[src/rtl/core/motor_pwm_ramp_deadzone_assert.svh]
// ----------------------------------------------------------------------------
// motor_pwm_ramp_deadzone assertion macros
// same-cycle and next-cycle implication checks, compiled out by NO_ASSERTIONS
// ----------------------------------------------------------------------------
`ifndef MOTOR_PWM_RAMP_DEADZONE_ASSERT_SVH
`define MOTOR_PWM_RAMP_DEADZONE_ASSERT_SVH

`ifndef NO_ASSERTIONS

`define MPRD_ASSERT_SAME(label, clk, rstn, ante, cons) \
    label: assert property (@(posedge clk) disable iff (!(rstn)) (ante) |-> (cons)) \
        else $error("mprd assertion failed");

`define MPRD_ASSERT_NEXT(label, clk, rstn, ante, cons) \
    label: assert property (@(posedge clk) disable iff (!(rstn)) (ante) |=> (cons)) \
        else $error("mprd assertion failed");

`else

`define MPRD_ASSERT_SAME(label, clk, rstn, ante, cons)

`define MPRD_ASSERT_NEXT(label, clk, rstn, ante, cons)

`endif

`endif

[src/rtl/core/mprd_pkg.sv]
// ----------------------------------------------------------------------------
// mprd_pkg
// shared types, register indexes, direction codes and pin mapping
// ----------------------------------------------------------------------------
package mprd_pkg;

    localparam int DUTY_W   = 8;
    localparam int DIR_W    = 2;
    localparam int PINS_W   = 4;
    localparam int TARGET_W = 16;
    localparam int CFG_IDX_W  = 2;
    localparam int CFG_DATA_W = 8;

    localparam logic [DIR_W-1:0] DIR_HALT  = 2'd0;
    localparam logic [DIR_W-1:0] DIR_LEFT  = 2'd1;
    localparam logic [DIR_W-1:0] DIR_RIGHT = 2'd2;

    localparam logic [CFG_IDX_W-1:0] CFG_DEADZONE   = 2'd0;
    localparam logic [CFG_IDX_W-1:0] CFG_DUTY_LIMIT = 2'd1;
    localparam logic [CFG_IDX_W-1:0] CFG_SLEW_STEP  = 2'd2;

    localparam logic [CFG_DATA_W-1:0] DEADZONE_RST   = 8'd40;
    localparam logic [CFG_DATA_W-1:0] DUTY_LIMIT_RST = 8'd255;
    localparam logic [CFG_DATA_W-1:0] SLEW_STEP_RST  = 8'd1;

    localparam logic [PINS_W-1:0] PINS_STOP  = 4'h0;
    localparam logic [PINS_W-1:0] PINS_LEFT  = 4'h9;
    localparam logic [PINS_W-1:0] PINS_RIGHT = 4'h6;

    typedef struct packed {
        logic [CFG_DATA_W-1:0] deadzone;
        logic [CFG_DATA_W-1:0] duty_limit;
        logic [CFG_DATA_W-1:0] slew_step;
    } cfg_t;

    typedef struct packed {
        logic [DIR_W-1:0]  dir;
        logic [DUTY_W-1:0] mag;
    } want_t;

    function automatic logic [PINS_W-1:0] pins_for(input logic [DIR_W-1:0] dir);
        logic [PINS_W-1:0] pins;
        case (dir)
            DIR_LEFT:  pins = PINS_LEFT;
            DIR_RIGHT: pins = PINS_RIGHT;
            default:   pins = PINS_STOP;
        endcase
        return pins;
    endfunction

endpackage

[src/rtl/core/motor_pwm_ramp_deadzone.sv]
// ----------------------------------------------------------------------------
// motor_pwm_ramp_deadzone
// flow: a beat taken on s_ sits in the input stage, then the result stage drives m_
// throughput: one beat per cycle while m_ready does not stall the result stage
// reset: aresetn low clears duty, direction and both stages; registers reload defaults
// ----------------------------------------------------------------------------
module motor_pwm_ramp_deadzone
    import mprd_pkg::*;
(
    input  logic                  aclk,
    input  logic                  aresetn,
    input  logic                  cfg_valid,
    output logic                  cfg_ready,
    input  logic [CFG_IDX_W-1:0]  cfg_index,
    input  logic [CFG_DATA_W-1:0] cfg_data,
    input  logic                  s_valid,
    output logic                  s_ready,
    input  logic signed [TARGET_W-1:0] s_target_drive,
    output logic                  m_valid,
    input  logic                  m_ready,
    output logic [DUTY_W-1:0]     m_duty,
    output logic [DIR_W-1:0]      m_direction,
    output logic [PINS_W-1:0]     m_bridge_pins
);

    cfg_t  cfg;
    want_t want;

    logic                in_valid_reg;
    logic                in_valid_next;
    logic [TARGET_W-1:0] target_reg;
    logic                out_valid_reg;
    logic                out_valid_next;
    logic [DUTY_W-1:0]   duty_out_reg;
    logic [DIR_W-1:0]    dir_out_reg;
    logic [PINS_W-1:0]   pins_out_reg;
    logic                advance;
    logic [DUTY_W-1:0]   duty_next;
    logic [DIR_W-1:0]    dir_next;

    assign cfg_ready = 1'b1;

    mprd_cfg_regs u_cfg (
        .aclk      (aclk),
        .aresetn   (aresetn),
        .cfg_valid (cfg_valid),
        .cfg_index (cfg_index),
        .cfg_data  (cfg_data),
        .cfg       (cfg)
    );

    // input stage
    assign advance       = in_valid_reg && (!out_valid_reg || m_ready);
    assign s_ready       = !in_valid_reg || advance;
    assign in_valid_next = s_valid ? 1'b1 : (in_valid_reg && !advance);

    always_ff @(posedge aclk) begin
        if (!aresetn) begin
            in_valid_reg <= 1'b0;
        end else begin
            in_valid_reg <= in_valid_next;
        end
    end

    always_ff @(posedge aclk) begin
        if (s_valid && s_ready) begin
            target_reg <= s_target_drive;
        end
    end

    mprd_target_decode u_decode (
        .target_drive (target_reg),
        .cfg          (cfg),
        .want         (want)
    );

    mprd_ramp u_ramp (
        .aclk      (aclk),
        .aresetn   (aresetn),
        .update    (advance),
        .want      (want),
        .cfg       (cfg),
        .duty_next (duty_next),
        .dir_next  (dir_next)
    );

    // result stage
    assign out_valid_next = advance || (out_valid_reg && !m_ready);

    always_ff @(posedge aclk) begin
        if (!aresetn) begin
            out_valid_reg <= 1'b0;
        end else begin
            out_valid_reg <= out_valid_next;
        end
    end

    always_ff @(posedge aclk) begin
        if (advance) begin
            duty_out_reg <= duty_next;
            dir_out_reg  <= dir_next;
            pins_out_reg <= pins_for(dir_next);
        end
    end

    assign m_valid       = out_valid_reg;
    assign m_duty        = duty_out_reg;
    assign m_direction   = dir_out_reg;
    assign m_bridge_pins = pins_out_reg;

endmodule

[src/rtl/core/mprd_cfg_regs.sv]
// ----------------------------------------------------------------------------
// mprd_cfg_regs
// deadzone, duty limit and ramp step registers with their write port
// ----------------------------------------------------------------------------
module mprd_cfg_regs
    import mprd_pkg::*;
(
    input  logic                  aclk,
    input  logic                  aresetn,
    input  logic                  cfg_valid,
    input  logic [CFG_IDX_W-1:0]  cfg_index,
    input  logic [CFG_DATA_W-1:0] cfg_data,
    output cfg_t                  cfg
);

    cfg_t cfg_reg;
    cfg_t cfg_next;

    always_comb begin
        cfg_next = cfg_reg;
        if (cfg_valid) begin
            case (cfg_index)
                CFG_DEADZONE:   cfg_next.deadzone   = cfg_data;
                CFG_DUTY_LIMIT: cfg_next.duty_limit = cfg_data;
                CFG_SLEW_STEP:  cfg_next.slew_step  = cfg_data;
                default:        cfg_next = cfg_reg;
            endcase
        end
    end

    always_ff @(posedge aclk) begin
        if (!aresetn) begin
            cfg_reg.deadzone   <= DEADZONE_RST;
            cfg_reg.duty_limit <= DUTY_LIMIT_RST;
            cfg_reg.slew_step  <= SLEW_STEP_RST;
        end else begin
            cfg_reg <= cfg_next;
        end
    end

    assign cfg = cfg_reg;

endmodule

[src/rtl/core/mprd_target_decode.sv]
// ----------------------------------------------------------------------------
// mprd_target_decode
// maps a signed target to wanted direction and clamped magnitude
// ----------------------------------------------------------------------------
module mprd_target_decode
    import mprd_pkg::*;
(
    input  logic [TARGET_W-1:0] target_drive,
    input  cfg_t                cfg,
    output want_t               want
);

    logic [TARGET_W:0] tgt_ext;
    logic [TARGET_W:0] mag;
    logic              is_neg;
    logic              is_pos;
    logic              in_dead;

    assign is_neg  = target_drive[TARGET_W-1];
    assign is_pos  = !is_neg && (target_drive != '0);
    assign tgt_ext = {is_neg, target_drive};
    // full-width magnitude so the most negative value stays positive
    assign mag     = is_neg ? ((TARGET_W+1)'(0) - tgt_ext) : tgt_ext;
    assign in_dead = mag < {{(TARGET_W+1-CFG_DATA_W){1'b0}}, cfg.deadzone};

    always_comb begin
        if (in_dead) begin
            want.dir = DIR_HALT;
            want.mag = '0;
        end else begin
            want.dir = is_pos ? DIR_LEFT : DIR_RIGHT;
            if (mag > {{(TARGET_W+1-CFG_DATA_W){1'b0}}, cfg.duty_limit}) begin
                want.mag = cfg.duty_limit;
            end else begin
                want.mag = mag[DUTY_W-1:0];
            end
        end
    end

endmodule

[src/rtl/core/mprd_ramp.sv]
// ----------------------------------------------------------------------------
// mprd_ramp
// present duty and direction state with slew-limited update
// ----------------------------------------------------------------------------
`include "motor_pwm_ramp_deadzone_assert.svh"

module mprd_ramp
    import mprd_pkg::*;
(
    input  logic              aclk,
    input  logic              aresetn,
    input  logic              update,
    input  want_t             want,
    input  cfg_t              cfg,
    output logic [DUTY_W-1:0] duty_next,
    output logic [DIR_W-1:0]  dir_next
);

    logic [DUTY_W-1:0]       duty_reg;
    logic [DIR_W-1:0]        dir_reg;
    logic [DUTY_W-1:0]       duty_upd;
    logic [DIR_W-1:0]        dir_upd;
    logic [DUTY_W:0]         duty_sum;
    logic [DUTY_W-1:0]       duty_gap;
    logic                    dir_switch;
    logic [DUTY_W+DIR_W-1:0] state_cat;

    assign duty_sum = {1'b0, duty_reg} + {1'b0, cfg.slew_step};
    assign duty_gap = duty_reg - want.mag;

    always_comb begin
        duty_upd = duty_reg;
        dir_upd  = dir_reg;
        if (dir_reg != want.dir) begin
            // ramp down to zero before switching direction
            if (duty_reg != '0) begin
                duty_upd = (duty_reg > cfg.slew_step) ? (duty_reg - cfg.slew_step) : '0;
            end else begin
                dir_upd = want.dir;
            end
        end else if (duty_reg < want.mag) begin
            duty_upd = (duty_sum > {1'b0, want.mag}) ? want.mag : duty_sum[DUTY_W-1:0];
        end else if (duty_reg > want.mag) begin
            duty_upd = (duty_gap > cfg.slew_step) ? (duty_reg - cfg.slew_step) : want.mag;
        end
    end

    assign duty_next = update ? duty_upd : duty_reg;
    assign dir_next  = update ? dir_upd  : dir_reg;

    always_ff @(posedge aclk) begin
        if (!aresetn) begin
            duty_reg <= '0;
            dir_reg  <= DIR_HALT;
        end else begin
            duty_reg <= duty_next;
            dir_reg  <= dir_next;
        end
    end

    assign dir_switch = update && (dir_upd != dir_reg);
    assign state_cat  = {duty_reg, dir_reg};

    `MPRD_ASSERT_SAME(a_dir_change_at_zero, aclk, aresetn, dir_switch, duty_reg == '0)
    `MPRD_ASSERT_SAME(a_dir_change_keeps_zero, aclk, aresetn, dir_switch, duty_upd == '0)
    `MPRD_ASSERT_SAME(a_no_overshoot, aclk, aresetn, update, (duty_upd <= duty_reg) || (duty_upd <= want.mag))
    `MPRD_ASSERT_SAME(a_reverse_ramps_down, aclk, aresetn, update && (dir_reg != want.dir), duty_upd <= duty_reg)
    `MPRD_ASSERT_NEXT(a_hold_when_idle, aclk, aresetn, !update, state_cat == $past(state_cat))

endmodule
[config.mk]
export PLATFORM = sky130hd
export DESIGN_NAME = motor_pwm_ramp_deadzone
export DESIGN_NICKNAME = d
export VERILOG_FILES = /design/src/rtl/core/mprd_pkg.sv /design/src/rtl/core/motor_pwm_ramp_deadzone.sv /design/src/rtl/core/mprd_cfg_regs.sv /design/src/rtl/core/mprd_target_decode.sv /design/src/rtl/core/mprd_ramp.sv
export VERILOG_INCLUDE_DIRS = /design/src /design/src/rtl/core
export SDC_FILE = /design/constraint.sdc
export NUM_CORES = 1
export LEC_CHECK = 0
export BUFFER_PORTS_ARGS = -buffer_cell sky130_fd_sc_hd__buf_2
export CORE_UTILIZATION = 47
export DETAILED_ROUTE_END_ITERATION = 10
export PLACE_DENSITY = 0.65
export SYNTH_ARGS = -nofsm -noshare
export SYNTH_HDL_FRONTEND = slang
export SYNTH_SLANG_ARGS = --single-unit
[constraint.sdc]
create_clock -name aclk -period 9.3 [get_ports aclk]
set_input_delay 1.395 -clock aclk [delete_from_list [all_inputs] [get_ports aclk]]
set_output_delay 1.395 -clock aclk [all_outputs]
set_load 0.02 [all_outputs]
==> impl_metrics.ini <==
[power_and_ir_drop]
p_int_w = 0.000548
total_power_w = 0.000838
vdd_drop_max_v = 0.0000767
netSwitchingPower_w = 0.000290
p_leak_nw = 2.49
clkPwrFrac = 0.302
powerDensity_nw_per_um2 = 150
switching_share = 0.346
p_seq_frac = 0.393
p_comb_frac = 0.305

[cells_and_area]
drive_gt1_frac = 0.118
n_antenna_cell = 0
final_common_cell = inv_1
design_area_sq_um = 5600
layout.nets = 712
area_delta_synth_final_pct = 9.96
largest_register_ffs = 24
final_cell_mix = inv_1 (63), ha_1 (57), nor2_1 (48)

[synthesis]
syn_area_per_cell_sq_um = 8.69
yosys_warnings = 0
synth_nets = 677
synth-edff-count = 28
syn_inst = 586
ys.flop_type = dfxtp_1
ys_seq_elements = 64
synth_area_sq_um = 5090
synthDistinctLibCells = 69
synth_seq_area_share = 0.307
async_reset_ff_frac = 0

[status]
outcome = completed

[global_route]
antenna_found_initial = 0
overflow = 0
grtUsageTotal = 0.243
first_global_vias = 4240
grt_max_degree = 37
grt_pass1_wl_mm = 21.3

[timing]
rsz0062_at_grt = no
maxSlewHeadroom = 0.199
skew_ns = 0.0110
max_freq_mhz = 126
fin_setup_tns_ns = 0
layout_min_cycle_time_ns = 7.94
hold_viol = 0
worst_pin_slew_ns = 1.19
holdWs_ns = 0.531
setup_violations = 0
period_share = 0.854
maxSlewViolCount = 0

[die]
io-pin-count = 48
dieHeight_microns = 106
initial_utilization = 0.489
dieArea_sq_um = 11200
core_area_sq_um = 10400
rows = 37
fp.dieW_microns = 106

[placed_design]
postPlaceCellArea_sq_um = 5390
routabilityCongestion = 0.976
port_buffers = 46
dp_hpwl_mm = 10.3

[worst_setup_path]
critical_path_required_ns = 9.36
cp-end-kind = flop
cp.arrival_ns = 8.00
critPathMaxStageDelay_ns = 0.69
critPathLaunchType = flop
crit_type = reg2reg
timing.critical_path.mode_cell = ha_1
path_max_fanout = 8
cp_slowest_cell = a211oi_1

[clock_tree]
cts_tree = done
cts_buffer_depth = 2
root_buffer = clkbuf_8
postCtsHoldBufs = 0
cts-buffers-inserted = 9
htree_levels = 3
cts_sinks = 64
clkTransAtPathRegs_ns = 0.08
clkLatencyLatePin_ns = 0.34
post_cts_resized = 0
post_cts.repair.setup_buffers = 0

[route]
routedWlPerCell_microns = 17.4
ant_nets = 0
vias_per_cell = 5.90
drt_iter0_drc = 251
totalWireLength_mm = 13.3
first_pass_iters = 5
drc = 0
num_vias = 4495

[hold_path]
hp-class = reg2reg

[flow_run]
cap_violations = 0
[critical path, delay by kind of cell (launching register included)]
family                     cells  cell delay (ns)
AOI/OAI and AO/OA             15             3.97
DFF                            1             0.47
xor gates and xnor gates       2             0.39
adders and majority gates      4             1.01
and+or+nand+nor                7             1.43
buffers and inverters          3             0.35
[cells by family after synthesis]
family	after synthesis	share of synthesized area
and+or+nand+nor	184	0.183
AOI/OAI and AO/OA	159	0.232
buffers and inverters	87	0.0701
DFF	64	0.307
adders and majority gates	60	0.152
xor gates and xnor gates	21	0.0361
muxes	10	0.0199
other	1	0.000737
[cell type report]
cell class,count,area (sq um)
fill,973,4820
multi-input combinational,435,3170
sequential,64,1560
timing repair buffer,48,245
inverter,63,236
clock buffer,13,191
tap,136,170
clock inverter,3,20.0
[power by group through the flow]
stage | Clock, W | Sequential (W) | Combinational (W)
floorplan | 0 | 0.000334 | 0.000186
global placement | 0 | 0.000335 | 0.000246
detailed placement | 0 | 0.000336 | 0.000251
CTS | 0.000260 | 0.000329 | 0.000252
global route | 0.000270 | 0.000331 | 0.000285
finish | 0.000253 | 0.000330 | 0.000255
[synth_stat cells, drive strengths merged, types with 3 or more instances]
cell / instances / share of area
inv: 63 / 0.046
ha: 57 / 0.14
nor2: 48 / 0.035
nand2: 39 / 0.029
dfxtp: 36 / 0.14
a21oi: 28 / 0.028
edfxtp: 28 / 0.17
o21ai: 24 / 0.024
nor2b: 20 / 0.025
clkbuf: 19 / 0.014
o211ai: 15 / 0.022
xnor2: 15 / 0.026
and2: 11 / 0.014
nand3: 11 / 0.011
nor3: 11 / 0.011
nor4: 10 / 0.014
mux2i: 9 / 0.018
o21a: 8 / 0.012
a211oi: 7 / 0.010
a21o: 7 / 0.010
a311oi: 7 / 0.012
a31oi: 7 / 0.0086
nand4: 7 / 0.0086
a32o: 6 / 0.012
o21bai: 6 / 0.0088
xor2: 6 / 0.010
a2111oi: 5 / 0.011
buf: 5 / 0.0096
nand2b: 5 / 0.0061
or2: 5 / 0.0061
and3: 4 / 0.0049
o2bb2ai: 4 / 0.0069
o311ai: 4 / 0.010
o31ai: 4 / 0.0059
or3: 4 / 0.0049
a221oi: 3 / 0.0052
a22oi: 3 / 0.0044
and3b: 3 / 0.0052
fa: 3 / 0.012
o221ai: 3 / 0.0064
[per-layer routing]
metal | global-route usage | vias up | wire, microns
li1 | - | 2201 | -
met1 | 0.300 | 2109 | 5690
met2 | 0.414 | 158 | 6380
met3 | 0.0521 | 27 | 886
met4 | 0.0952 | 0 | 339
met5 | 0 | - | 0
[path summary, 6_finish.rpt]
kind	from	end	slack (ns)	cells after the start
worst max register to register	target_reg[0]$_DFFE_PP_	m_duty[3]$_DFFE_PP_	1.36	31
worst min-delay path	in_valid_reg$_SDFF_PN0_	m_valid$_SDFF_PN0_	0.53	1
worst min register to register	in_valid_reg$_SDFF_PN0_	m_valid$_SDFF_PN0_	0.53	1
worst max-delay path	target_reg[0]$_DFFE_PP_	m_duty[3]$_DFFE_PP_	1.36	31
[stage by stage]
stage	instances	utilization	worst slack, ns
4_1_cts	762	0.537	1.43
6_report	762	0.537	1.36
3_3_place_gp	746	0.517	1.83
3_5_place_dp	746	0.517	1.49
5_1_grt	762	0.537	0.860
2_1_floorplan	586	-	2.54
Note: power is estimated with default switching activity, not from simulation.
